## src/sv/mpq_pkg.sv

```systemverilog
// ----------------------------------------------------------------------------
// mpq_pkg
// Shared types and constants for the mouse packet to quadrature converter.
// ----------------------------------------------------------------------------
`default_nettype none

package mpq_pkg;

    // Width of each axis's pending-step counter
    localparam int PENDING_BITS = 16;

    // Most pin writes one item can cause
    localparam int MAX_WRITES   = 4;
    localparam int SLOT_BITS    = $clog2(MAX_WRITES);
    localparam int COUNT_BITS   = $clog2(MAX_WRITES + 1);

    // Item kinds
    localparam logic REQ_PACKET = 1'b0;
    localparam logic REQ_TICK   = 1'b1;

    // Pin codes
    localparam logic [2:0] PIN_XA    = 3'd0;
    localparam logic [2:0] PIN_XB    = 3'd1;
    localparam logic [2:0] PIN_YA    = 3'd2;
    localparam logic [2:0] PIN_YB    = 3'd3;
    localparam logic [2:0] PIN_LEFT  = 3'd4;
    localparam logic [2:0] PIN_RIGHT = 3'd5;

    // Status byte button masks
    localparam logic [7:0] BTN_LEFT_MASK  = 8'h01;
    localparam logic [7:0] BTN_RIGHT_MASK = 8'h02;

    typedef logic [PENDING_BITS-1:0] pending_t;
    typedef logic [COUNT_BITS-1:0]   wr_count_t;
    typedef logic [SLOT_BITS-1:0]    wr_slot_t;

    // Input beat
    typedef struct packed {
        logic              req_type;
        logic [7:0]        status_byte;
        logic signed [7:0] delta_x;
        logic signed [7:0] delta_y;
    } req_beat_t;

    // Output beat
    typedef struct packed {
        logic [2:0] pin_id;
        logic       pin_level;
        logic       last_write;
    } wr_beat_t;

    // One pin write held in the result list
    typedef struct packed {
        logic [2:0] pin_id;
        logic       pin_level;
    } pin_write_t;

    // All pin writes caused by one item
    typedef struct packed {
        wr_count_t                       count;
        pin_write_t [MAX_WRITES-1:0]     writes;
    } wr_list_t;

endpackage

`default_nettype wire

```

## src/sv/mpq_core.sv

```systemverilog
// ----------------------------------------------------------------------------
// mpq_core
// Mouse state and the single-pass step: turns one item into its pin writes.
// ----------------------------------------------------------------------------
`default_nettype none

module mpq_core
(
    input  wire logic              clk,
    input  wire logic              rst_n,
    input  wire logic              step,
    input  wire mpq_pkg::req_beat_t item,
    output mpq_pkg::wr_list_t      list
);
    import mpq_pkg::*;

    logic     x_level_reg, x_level_next;
    logic     y_level_reg, y_level_next;
    logic     x_neg_reg,   x_neg_next;
    logic     y_neg_reg,   y_neg_next;
    pending_t x_pend_reg,  x_pend_next;
    pending_t y_pend_reg,  y_pend_next;
    logic     left_reg,    left_next;
    logic     right_reg,   right_next;
    logic     parity_reg,  parity_next;

    logic      left_now;
    logic      right_now;
    wr_count_t n;

    // State registers
    always_ff @(posedge clk or negedge rst_n)
    begin
        if (!rst_n)
        begin
            x_level_reg <= 1'b0;
            y_level_reg <= 1'b0;
            x_neg_reg   <= 1'b0;
            y_neg_reg   <= 1'b0;
            x_pend_reg  <= '0;
            y_pend_reg  <= '0;
            left_reg    <= 1'b0;
            right_reg   <= 1'b0;
            parity_reg  <= 1'b0;
        end
        else if (step)
        begin
            x_level_reg <= x_level_next;
            y_level_reg <= y_level_next;
            x_neg_reg   <= x_neg_next;
            y_neg_reg   <= y_neg_next;
            x_pend_reg  <= x_pend_next;
            y_pend_reg  <= y_pend_next;
            left_reg    <= left_next;
            right_reg   <= right_next;
            parity_reg  <= parity_next;
        end
    end

    assign left_now  = |(item.status_byte & BTN_LEFT_MASK);
    assign right_now = |(item.status_byte & BTN_RIGHT_MASK);

    // Next state and the list of writes, appended in order
    always_comb
    begin
        x_level_next = x_level_reg;
        y_level_next = y_level_reg;
        x_neg_next   = x_neg_reg;
        y_neg_next   = y_neg_reg;
        x_pend_next  = x_pend_reg;
        y_pend_next  = y_pend_reg;
        left_next    = left_reg;
        right_next   = right_reg;
        parity_next  = parity_reg;
        n            = '0;
        list.writes  = '0;

        unique case (item.req_type)
            REQ_PACKET:
            begin
                // buttons: active-low pins, written on change only
                if (left_now != left_reg)
                begin
                    list.writes[n[SLOT_BITS-1:0]] = '{pin_id: PIN_LEFT, pin_level: !left_now};
                    n = n + 1'b1;
                    left_next = left_now;
                end
                if (right_now != right_reg)
                begin
                    list.writes[n[SLOT_BITS-1:0]] = '{pin_id: PIN_RIGHT,
                                                     pin_level: !right_now};
                    n = n + 1'b1;
                    right_next = right_now;
                end
                // movement on every second packet, saturating
                if (parity_reg)
                begin
                    if (item.delta_x != '0)
                    begin
                        x_neg_next = item.delta_x[7];
                        if (x_pend_reg != '1)
                            x_pend_next = x_pend_reg + 1'b1;
                    end
                    if (item.delta_y != '0)
                    begin
                        y_neg_next = item.delta_y[7];
                        if (y_pend_reg != '1)
                            y_pend_next = y_pend_reg + 1'b1;
                    end
                end
                parity_next = !parity_reg;
            end
            REQ_TICK:
            begin
                // X axis first
                if (x_pend_reg != '0)
                begin
                    x_level_next = !x_level_reg;
                    if (x_neg_reg)
                    begin
                        list.writes[0] = '{pin_id: PIN_XB, pin_level: x_level_next};
                        list.writes[1] = '{pin_id: PIN_XA, pin_level: x_level_next};
                    end
                    else
                    begin
                        list.writes[0] = '{pin_id: PIN_XA, pin_level: x_level_next};
                        list.writes[1] = '{pin_id: PIN_XB, pin_level: x_level_next};
                    end
                    n = COUNT_BITS'(2);
                    x_pend_next = x_pend_reg - 1'b1;
                end
                // then Y
                if (y_pend_reg != '0)
                begin
                    y_level_next = !y_level_reg;
                    if (y_neg_reg)
                    begin
                        list.writes[n[SLOT_BITS-1:0]] =
                            '{pin_id: PIN_YA, pin_level: y_level_next};
                        list.writes[n[SLOT_BITS-1:0] + 1'b1] =
                            '{pin_id: PIN_YB, pin_level: y_level_next};
                    end
                    else
                    begin
                        list.writes[n[SLOT_BITS-1:0]] =
                            '{pin_id: PIN_YB, pin_level: y_level_next};
                        list.writes[n[SLOT_BITS-1:0] + 1'b1] =
                            '{pin_id: PIN_YA, pin_level: y_level_next};
                    end
                    n = n + COUNT_BITS'(2);
                    y_pend_next = y_pend_reg - 1'b1;
                end
            end
            default:
            begin
                n = '0;
            end
        endcase

        list.count = n;
    end

endmodule

`default_nettype wire

```

## src/sv/mpq_serial.sv

```systemverilog
// ----------------------------------------------------------------------------
// mpq_serial
// Result register: holds one item's pin writes and sends them one per beat.
// ----------------------------------------------------------------------------
`default_nettype none

module mpq_serial
(
    input  wire logic              clk,
    input  wire logic              rst_n,
    input  wire logic              load,
    input  wire mpq_pkg::wr_list_t list,
    output logic                   ready,
    output logic                   wr_valid,
    input  wire logic              wr_stall,
    output mpq_pkg::wr_beat_t      wr_beat
);
    import mpq_pkg::*;

    pin_write_t [MAX_WRITES-1:0] writes_reg;
    wr_count_t                   rem_reg, rem_next;
    wr_slot_t                    idx_reg, idx_next;
    logic                        take;

    assign wr_valid = (rem_reg != '0);
    assign take     = wr_valid && !wr_stall;
    // free now, or freed by the final beat going out this cycle
    assign ready    = (rem_reg == '0) || (take && rem_reg == COUNT_BITS'(1));

    // Remaining count and read slot
    always_comb
    begin
        rem_next = rem_reg;
        idx_next = idx_reg;
        priority if (load)
        begin
            rem_next = list.count;
            idx_next = '0;
        end
        else if (take)
        begin
            rem_next = rem_reg - 1'b1;
            idx_next = idx_reg + 1'b1;
        end
    end

    always_ff @(posedge clk or negedge rst_n)
    begin
        if (!rst_n)
        begin
            rem_reg <= '0;
            idx_reg <= '0;
        end
        else
        begin
            rem_reg <= rem_next;
            idx_reg <= idx_next;
        end
    end

    // Payload, no reset
    always_ff @(posedge clk)
    begin
        if (load)
            writes_reg <= list.writes;
    end

    // Output beat
    always_comb
    begin
        wr_beat.pin_id     = writes_reg[idx_reg].pin_id;
        wr_beat.pin_level  = writes_reg[idx_reg].pin_level;
        wr_beat.last_write = (rem_reg == COUNT_BITS'(1));
    end

endmodule

`default_nettype wire

```

## src/sv/mouse_packet_to_quadrature.sv

```systemverilog
// ----------------------------------------------------------------------------
// mouse_packet_to_quadrature
// Turns relative mouse packets and output ticks into quadrature mouse pin
// writes: button pins on change, phase pin pairs on each tick with steps due.
// ----------------------------------------------------------------------------
//  channel | dir | handshake        | beat
//  req     | in  | req_valid/stall  | req_type, status_byte, delta_x, delta_y
//  wr      | out | wr_valid/stall   | pin_id, pin_level, last_write
//
//  An item is held in the input register and takes one pass of the step
//  logic, then its 0 to 4 pin writes leave the result register one per
//  cycle while wr_stall is low; the output port sets the item rate.
//  Reset clears all mouse state; no clearing pass is needed.
//  The next item is held in the input register while writes are still
//  going out, so req_stall rises only when both registers are occupied.
// ----------------------------------------------------------------------------
`default_nettype none

module mouse_packet_to_quadrature
(
    input  wire logic               clk,
    input  wire logic               rst_n,
    input  wire logic               req_valid,
    output logic                    req_stall,
    input  wire mpq_pkg::req_beat_t req_beat,
    output logic                    wr_valid,
    input  wire logic               wr_stall,
    output mpq_pkg::wr_beat_t       wr_beat
);
    import mpq_pkg::*;

    logic      in_full_reg, in_full_next;
    req_beat_t item_reg;
    logic      ser_ready;
    logic      advance;
    logic      req_take;
    wr_list_t  list;

    // Input register control
    assign advance   = in_full_reg && ser_ready;
    assign req_stall = in_full_reg && !ser_ready;
    assign req_take  = req_valid && !req_stall;

    always_comb
    begin
        priority if (req_take)
            in_full_next = 1'b1;
        else if (advance)
            in_full_next = 1'b0;
        else
            in_full_next = in_full_reg;
    end

    always_ff @(posedge clk or negedge rst_n)
    begin
        if (!rst_n)
            in_full_reg <= 1'b0;
        else
            in_full_reg <= in_full_next;
    end

    always_ff @(posedge clk)
    begin
        if (req_take)
            item_reg <= req_beat;
    end

    // Step logic and mouse state
    mpq_core u_core
    (
        .clk   (clk),
        .rst_n (rst_n),
        .step  (advance),
        .item  (item_reg),
        .list  (list)
    );

    // Result register and write sequencing
    mpq_serial u_serial
    (
        .clk      (clk),
        .rst_n    (rst_n),
        .load     (advance),
        .list     (list),
        .ready    (ser_ready),
        .wr_valid (wr_valid),
        .wr_stall (wr_stall),
        .wr_beat  (wr_beat)
    );

    // Checks
    a_stall_only_when_full: assert property (@(posedge clk) disable iff (!rst_n)
        req_stall |-> in_full_reg)
        else $error("req_stall raised with an empty input register");

    a_more_writes_follow: assert property (@(posedge clk) disable iff (!rst_n)
        wr_valid && !wr_stall && !wr_beat.last_write |=> wr_valid)
        else $error("pin write list ended without a last write");

    a_drain_to_idle: assert property (@(posedge clk) disable iff (!rst_n)
        wr_valid && !wr_stall && wr_beat.last_write && !in_full_reg |=> !wr_valid)
        else $error("writes appeared with no item pending");

    a_stall_frees_on_last: assert property (@(posedge clk) disable iff (!rst_n)
        in_full_reg && wr_valid && !wr_stall && wr_beat.last_write |-> !req_stall)
        else $error("input held back although the result register frees");

endmodule

`default_nettype wire
```

## config.mk

```make
export PLATFORM = sky130hd
export DESIGN_NAME = mouse_packet_to_quadrature
export DESIGN_NICKNAME = d
export VERILOG_FILES = /design/src/sv/mpq_pkg.sv /design/src/sv/mpq_core.sv /design/src/sv/mpq_serial.sv /design/src/sv/mouse_packet_to_quadrature.sv
export SDC_FILE = /design/constraint.sdc
export NUM_CORES = 1
export LEC_CHECK = 0
export ABC_AREA = 0
export BUFFER_PORTS_ARGS = -buffer_cell sky130_fd_sc_hd__buf_2
export CAP_MARGIN = 20
export CORE_MARGIN = 1.5
export CORE_UTILIZATION = 50
export CTS_BUF_LIST = sky130_fd_sc_hd__clkbuf_8
export DETAILED_ROUTE_END_ITERATION = 7
export PLACE_DENSITY = 0.66
export SLEW_MARGIN = 20
export SYNTH_ARGS = -nofsm -noshare
export SYNTH_HDL_FRONTEND = slang
export SYNTH_HIERARCHICAL = 1
export SYNTH_SLANG_ARGS = --single-unit
export TNS_END_PERCENT = 5
```

## constraint.sdc

```tcl
create_clock -name clk -period 4.5 [get_ports clk]
set_input_delay 0.675 -clock clk [delete_from_list [all_inputs] [get_ports clk]]
set_output_delay 0.675 -clock clk [all_outputs]
set_load 0.02 [all_outputs]
```

==> flow_metrics.tcl, run 1 <==
set metrics [dict create \
    fill_cells 793 \
    timing.final.ws_setup_ps 1242 \
    path_max_fanout 19 \
    yosysWarningCount 6 \
    p_sw_share_pct 42.34 \
    maxCapViolations 0 \
    grt_pass1_wl_um 14920 \
    clock_latency_ps 350 \
    min_path_type "in2async" \
    final_cells 594 \
    fmax_mhz 307.0 \
    dr.pass1.iters 4 \
    path_cells "inv_1, ha_1, nor2b_1, inv_1, o21ai_0, and2_1, nor2b_1, nand2_1, a21oi_1, nand2_1, nand2_1, mux2_2" \
    power.internal_mw 2.464 \
    slowest_stage "nand2_1" \
    grt_max_degree 46 \
    p_leak_nw 2.216 \
    gp_congestion 0.9066 \
    core-area_mm2 0.009240 \
    area_growth_pct 9.201 \
    port_buffers 29 \
    worstSetupEndpointType "flop" \
    initial_core_util_pct 51.51 \
    num_vias 3273 \
    cts_root_buffer "clkbuf_8" \
    grt_use_total_pct 18.58 \
    drive_gt1_share_pct 17.20 \
    crit_family "simple AND/OR/NAND/NOR gates" \
    routedWlPerCell_um 14.52 \
    cp-start-kind "flop" \
    rsz0062_at_grt "false" \
    ant_nets 0 \
    ir_drop_mv 0.4121 \
    dp.cells 578 \
    status "finished, final reports clean" \
    period_share_pct 72.39 \
    die_area_mm2 0.01011 \
    avgSynthCellArea_um2 11.09 \
    fin_nets 528 \
    diodes 0 \
    ctsHoldBuffers 0 \
    setup_tns_ps 0 \
    viasPerCell 5.510 \
    crit_required_ps 4740 \
    antenna_found_initial 0 \
    worst_pin_slew_ps 780.9 \
    drt_wl_total_um 8622 \
    grt_pass1_vias 3219 \
    power.density_mw_per_mm2 822.0 \
    crit_arrival_ps 3500 \
    p_seq_share_pct 33.1 \
    final_util_pct 56.25 \
    power_frac_comb_pct 55.1 \
    crit_top_cell "nand2_1" \
    io_pins 36 \
    overflow 0 \
    htreeDepth 3 \
    cts_tree "built" \
    clockPowerShare_pct 11.8 \
    multi_input_area_mm2 0.002419 \
    drt_iter0_drc 122 \
    worstSetupPathType "reg2reg" \
    syn_inst 429 \
    clockBufferDepth 2 \
    max_stage_delay_ps 540 \
    setup_violations 0 \
    seq_area_mm2 0.002177 \
    drc 0 \
    cts_setup_buffers 0 \
    cts_num_sinks 80 \
    fp.dieH_um 100.6 \
    hold_ws_ps 311.7 \
    netlist_area_mm2 0.004760 \
    dpl.hpwl_um 6163 \
    largest_reg_flops 19 \
    die_w_um 100.6 \
    worst-path-buf-inv 2 \
    drv_slew 0 \
    finalHoldViolations 0 \
    ctsResizeCount 0 \
    r2r_start "u_serial/rem_reg[0]" \
    max-slew-margin-rel_pct 47.94 \
    rows 35 \
    power_switching_mw 1.809 \
    fin_crit_ps 3258 \
    cts_made_buffers 9 \
    place_ws_ps 1256 \
    startpoint "u_serial/rem_reg[0]" \
    skew_ps 10.80 \
    clk_pin_slew_ps 90 \
]
[power by group through the flow]
stage	clock, mW	sequential [mW]	combinational, mW
6_report	0.504	1.42	2.35
5_1_grt	0.553	1.47	2.66
4_1_cts	0.525	1.42	2.36
3_5_place_dp	0	1.43	2.34
3_3_place_gp	0	1.42	2.27
2_1_floorplan	0	1.35	1.95
[layout by cell type (no fill, tap or decap), types with 5 or more instances in the layout]
master,n
a211oi_1,5
a21o_1,11
a21oi_1,37
buf_2,28
buf_4,5
clkbuf_8,9
dfrtp_1,45
edfxtp_1,35
ha_1,37
inv_1,20
inv_6,5
mux2_2,18
nand2_1,22
nand2b_1,6
nand3_1,7
nand4_1,10
nor2_1,30
nor2b_1,6
nor4_1,12
o21a_1,6
o21ai_0,11
xnor2_1,22
xor2_1,11
[routing by layer]
layer  vias up  GRT usage, %  wire [um]
met4         0         6.392        133
met1      1559         25.41       4255
met5         -             0          0
met2        54         30.19       4040
met3        12         2.982        192
li1       1648             -          -
[worst paths after layout]
check	cells after the start	slack [ps]	to
max in group asynchronous	1	3780	u_core/right_reg
setup reg to reg	12	1240	u_core/y_pend_reg[1]
hold / removal	1	310	u_core/y_pend_reg[2]
hold reg to reg	2	500	u_core/left_reg
setup / recovery	12	1240	u_core/y_pend_reg[1]
min in group clk	1	490	item_reg[11]
[through the flow]
step                      cell area [um2]  total power, mW
after floorplan                      4763            3.298
after global placement               5011            3.687
after detailed placement             5011            3.771
after CTS                            5195            4.303
after global routing                 5197            4.677
final                                5197            4.273
[layout make-up]
| class | instances | share of cell area, % |
|---|---|---|
| well taps | 129 | 3.105 |
| clock inverters | 7 | 1.156 |
| multi-input cells | 315 | 46.53 |
| flip-flops and latches | 80 | 41.89 |
| repair buffers | 33 | 3.418 |
| clock buffers | 9 | 2.383 |
| inverters | 21 | 1.517 |
Power figures use the tool's default switching activity.
==> run 2, diff against run 1 <==
--- a/config.mk
+++ b/config.mk
@@ -12,7 +12,7 @@
 export CORE_UTILIZATION = 50
 export CTS_BUF_LIST = sky130_fd_sc_hd__clkbuf_8
 export DETAILED_ROUTE_END_ITERATION = 7
-export PLACE_DENSITY = 0.66
+export PLACE_DENSITY = 0.69
 export SLEW_MARGIN = 20
 export SYNTH_ARGS = -nofsm -noshare
 export SYNTH_HDL_FRONTEND = slang
==> constraint.sdc (replaced) <==
create_clock -name clk -period 2.7 [get_ports clk]
set_input_delay 0.405 -clock clk [delete_from_list [all_inputs] [get_ports clk]]
set_output_delay 0.405 -clock clk [all_outputs]
set_load 0.02 [all_outputs]
==> flow_metrics.tcl, run 2 (synthesis results as in run 1) <==
set metrics [dict create \
    status "finished, final reports clean" \
    finalHoldViolations 0 \
    cts_tree "built" \
    io_pins 36 \
    setup_violations 0 \
    min_path_type "in2async" \
    diodes 0 \
    drt_iter0_drc 87 \
    crit_top_cell "buf_6" \
    fp.dieH_um 100.6 \
    dpl.hpwl_um 6720 \
    reg2reg_depth 10 \
    slowest_stage "edfxtp_1" \
    worstSetupPathType "reg2reg" \
    period_share_pct 98.38 \
    fin_nets 550 \
    die_area_mm2 0.01011 \
    worstSetupEndpointType "flop" \
    final_cells 616 \
    initial_core_util_pct 51.51 \
    worst_pin_slew_ps 580.2 \
    power.density_mw_per_mm2 1387 \
    hold_ws_ps 39.91 \
    ant_nets 0 \
    fmax_mhz 376.5 \
    grt_max_degree 30 \
    grt_pass1_wl_um 15280 \
    gp_congestion 0.8593 \
    viasPerCell 5.485 \
    cts_made_buffers 9 \
    skew_ps 10.50 \
    die_w_um 100.6 \
    drc 0 \
    area_growth_pct 14.56 \
    maxCapViolations 0 \
    cts_root_buffer "clkbuf_8" \
    crit_arrival_ps 2890 \
    drive_gt1_share_pct 22.79 \
    rsz0062_at_grt "true" \
    crit_required_ps 2940 \
    drt_wl_total_um 9013 \
    final_common_cell "dfrtp_1" \
    p_leak_nw 2.332 \
    cp-start-kind "flop" \
    dr.pass1.iters 4 \
    routedWlPerCell_um 14.63 \
    htreeDepth 3 \
    clockBufferDepth 2 \
    fin_area_mm2 0.005453 \
    path_cells "buf_6, buf_6, ha_1, a211o_1, o211ai_1, a31oi_1, a21oi_1, o31ai_1, mux2_2, xnor2_1" \
    max-slew-margin-rel_pct 61.32 \
    final_cell_mix "45 x dfrtp_1, 35 x edfxtp_1, 35 x a21oi_1" \
    max_stage_delay_ps 420 \
    power.total_mw 7.563 \
    ir_drop_mv 0.8173 \
    postPlaceCellArea_mm2 0.005162 \
    largest_reg_flops 19 \
    drv_slew 0 \
    overflow 0 \
    grt_use_total_pct 19.27 \
    antenna_found_initial 0 \
    clock_latency_ps 350 \
    port_buffers 29 \
    core-area_mm2 0.009240 \
    path_max_fanout 7 \
    setup_tns_ps 0 \
    dp.cells 598 \
    cts_num_sinks 80 \
    clk_pin_slew_ps 90 \
    num_vias 3379 \
    fin_crit_ps 2656 \
    grt_pass1_vias 3329 \
    rows 35 \
]
-- run 2: path summary, 6_finish.rpt --
check | startpoint | to | slack (ps)
max in group asynchronous | rst_n | u_core/y_pend_reg[1] | 1930
min reg2reg | u_core/left_reg | u_core/left_reg | 490
max | item_reg[24] | u_core/x_pend_reg[15] | 40
max reg2reg | item_reg[24] | u_core/x_pend_reg[15] | 40
min in group clk | req_beat[1] | item_reg[1] | 220
min | rst_n | u_serial/idx_reg[1] | 40
-- run 2: per-layer routing --
| metal | vias to the layer above | GRT usage [%] | routed length (um) |
|---|---|---|---|
| li1 | 1695 | - | - |
| met1 | 1639 | 24.94 | 4291 |
| met2 | 36 | 32.60 | 4416 |
| met3 | 9 | 3.190 | 174 |
| met4 | 0 | 7.151 | 130 |
| met5 | - | 0 | 0 |
-- run 2: worst max-delay path: cells and delay by family (launching register included) --
kind / cells / cell delay [ps]
AO/OA/AOI/OAI: 5 / 1010
flip-flops: 1 / 420
multiplexers: 1 / 400
buffers and inverters: 2 / 290
adder cells (fa/ha/maj): 1 / 290
XOR/XNOR: 1 / 120
-- run 2: final cells by class --
class | count | area, um2
fillers | 781 | 3787
multi-input cells | 315 | 2492
flip-flops and latches | 80 | 2177
repair buffers | 55 | 359.1
well taps | 129 | 161.4
clock buffers | 9 | 123.9
inverters | 21 | 78.83
clock inverters | 7 | 60.06
-- run 2: power by group --
group / leakage, nW / total (mW) / switching [mW] / internal, mW
clock: 0.0969 / 0.834 / 0.480 / 0.354
combinational: 1.38 / 4.38 / 2.21 / 2.17
sequential: 0.859 / 2.35 / 0.453 / 1.90
total: 2.33 / 7.56 / 3.14 / 4.42
-- run 2: repair_timing --
item	CTS	global route
gates resized for setup	4	12
hold buffers	0	0
endpoints found under the setup margin	2	27
setup buffers	2	0
pin swaps	7	4
-- run 2: metrics by stage --
step	setup slack, ps	utilization (%)
2_1_floorplan	-358.4	-
3_3_place_gp	-41.65	55.87
3_5_place_dp	-80.47	55.87
4_1_cts	-5.129	58.27
5_1_grt	-46.29	59.01
6_report	43.70	59.01
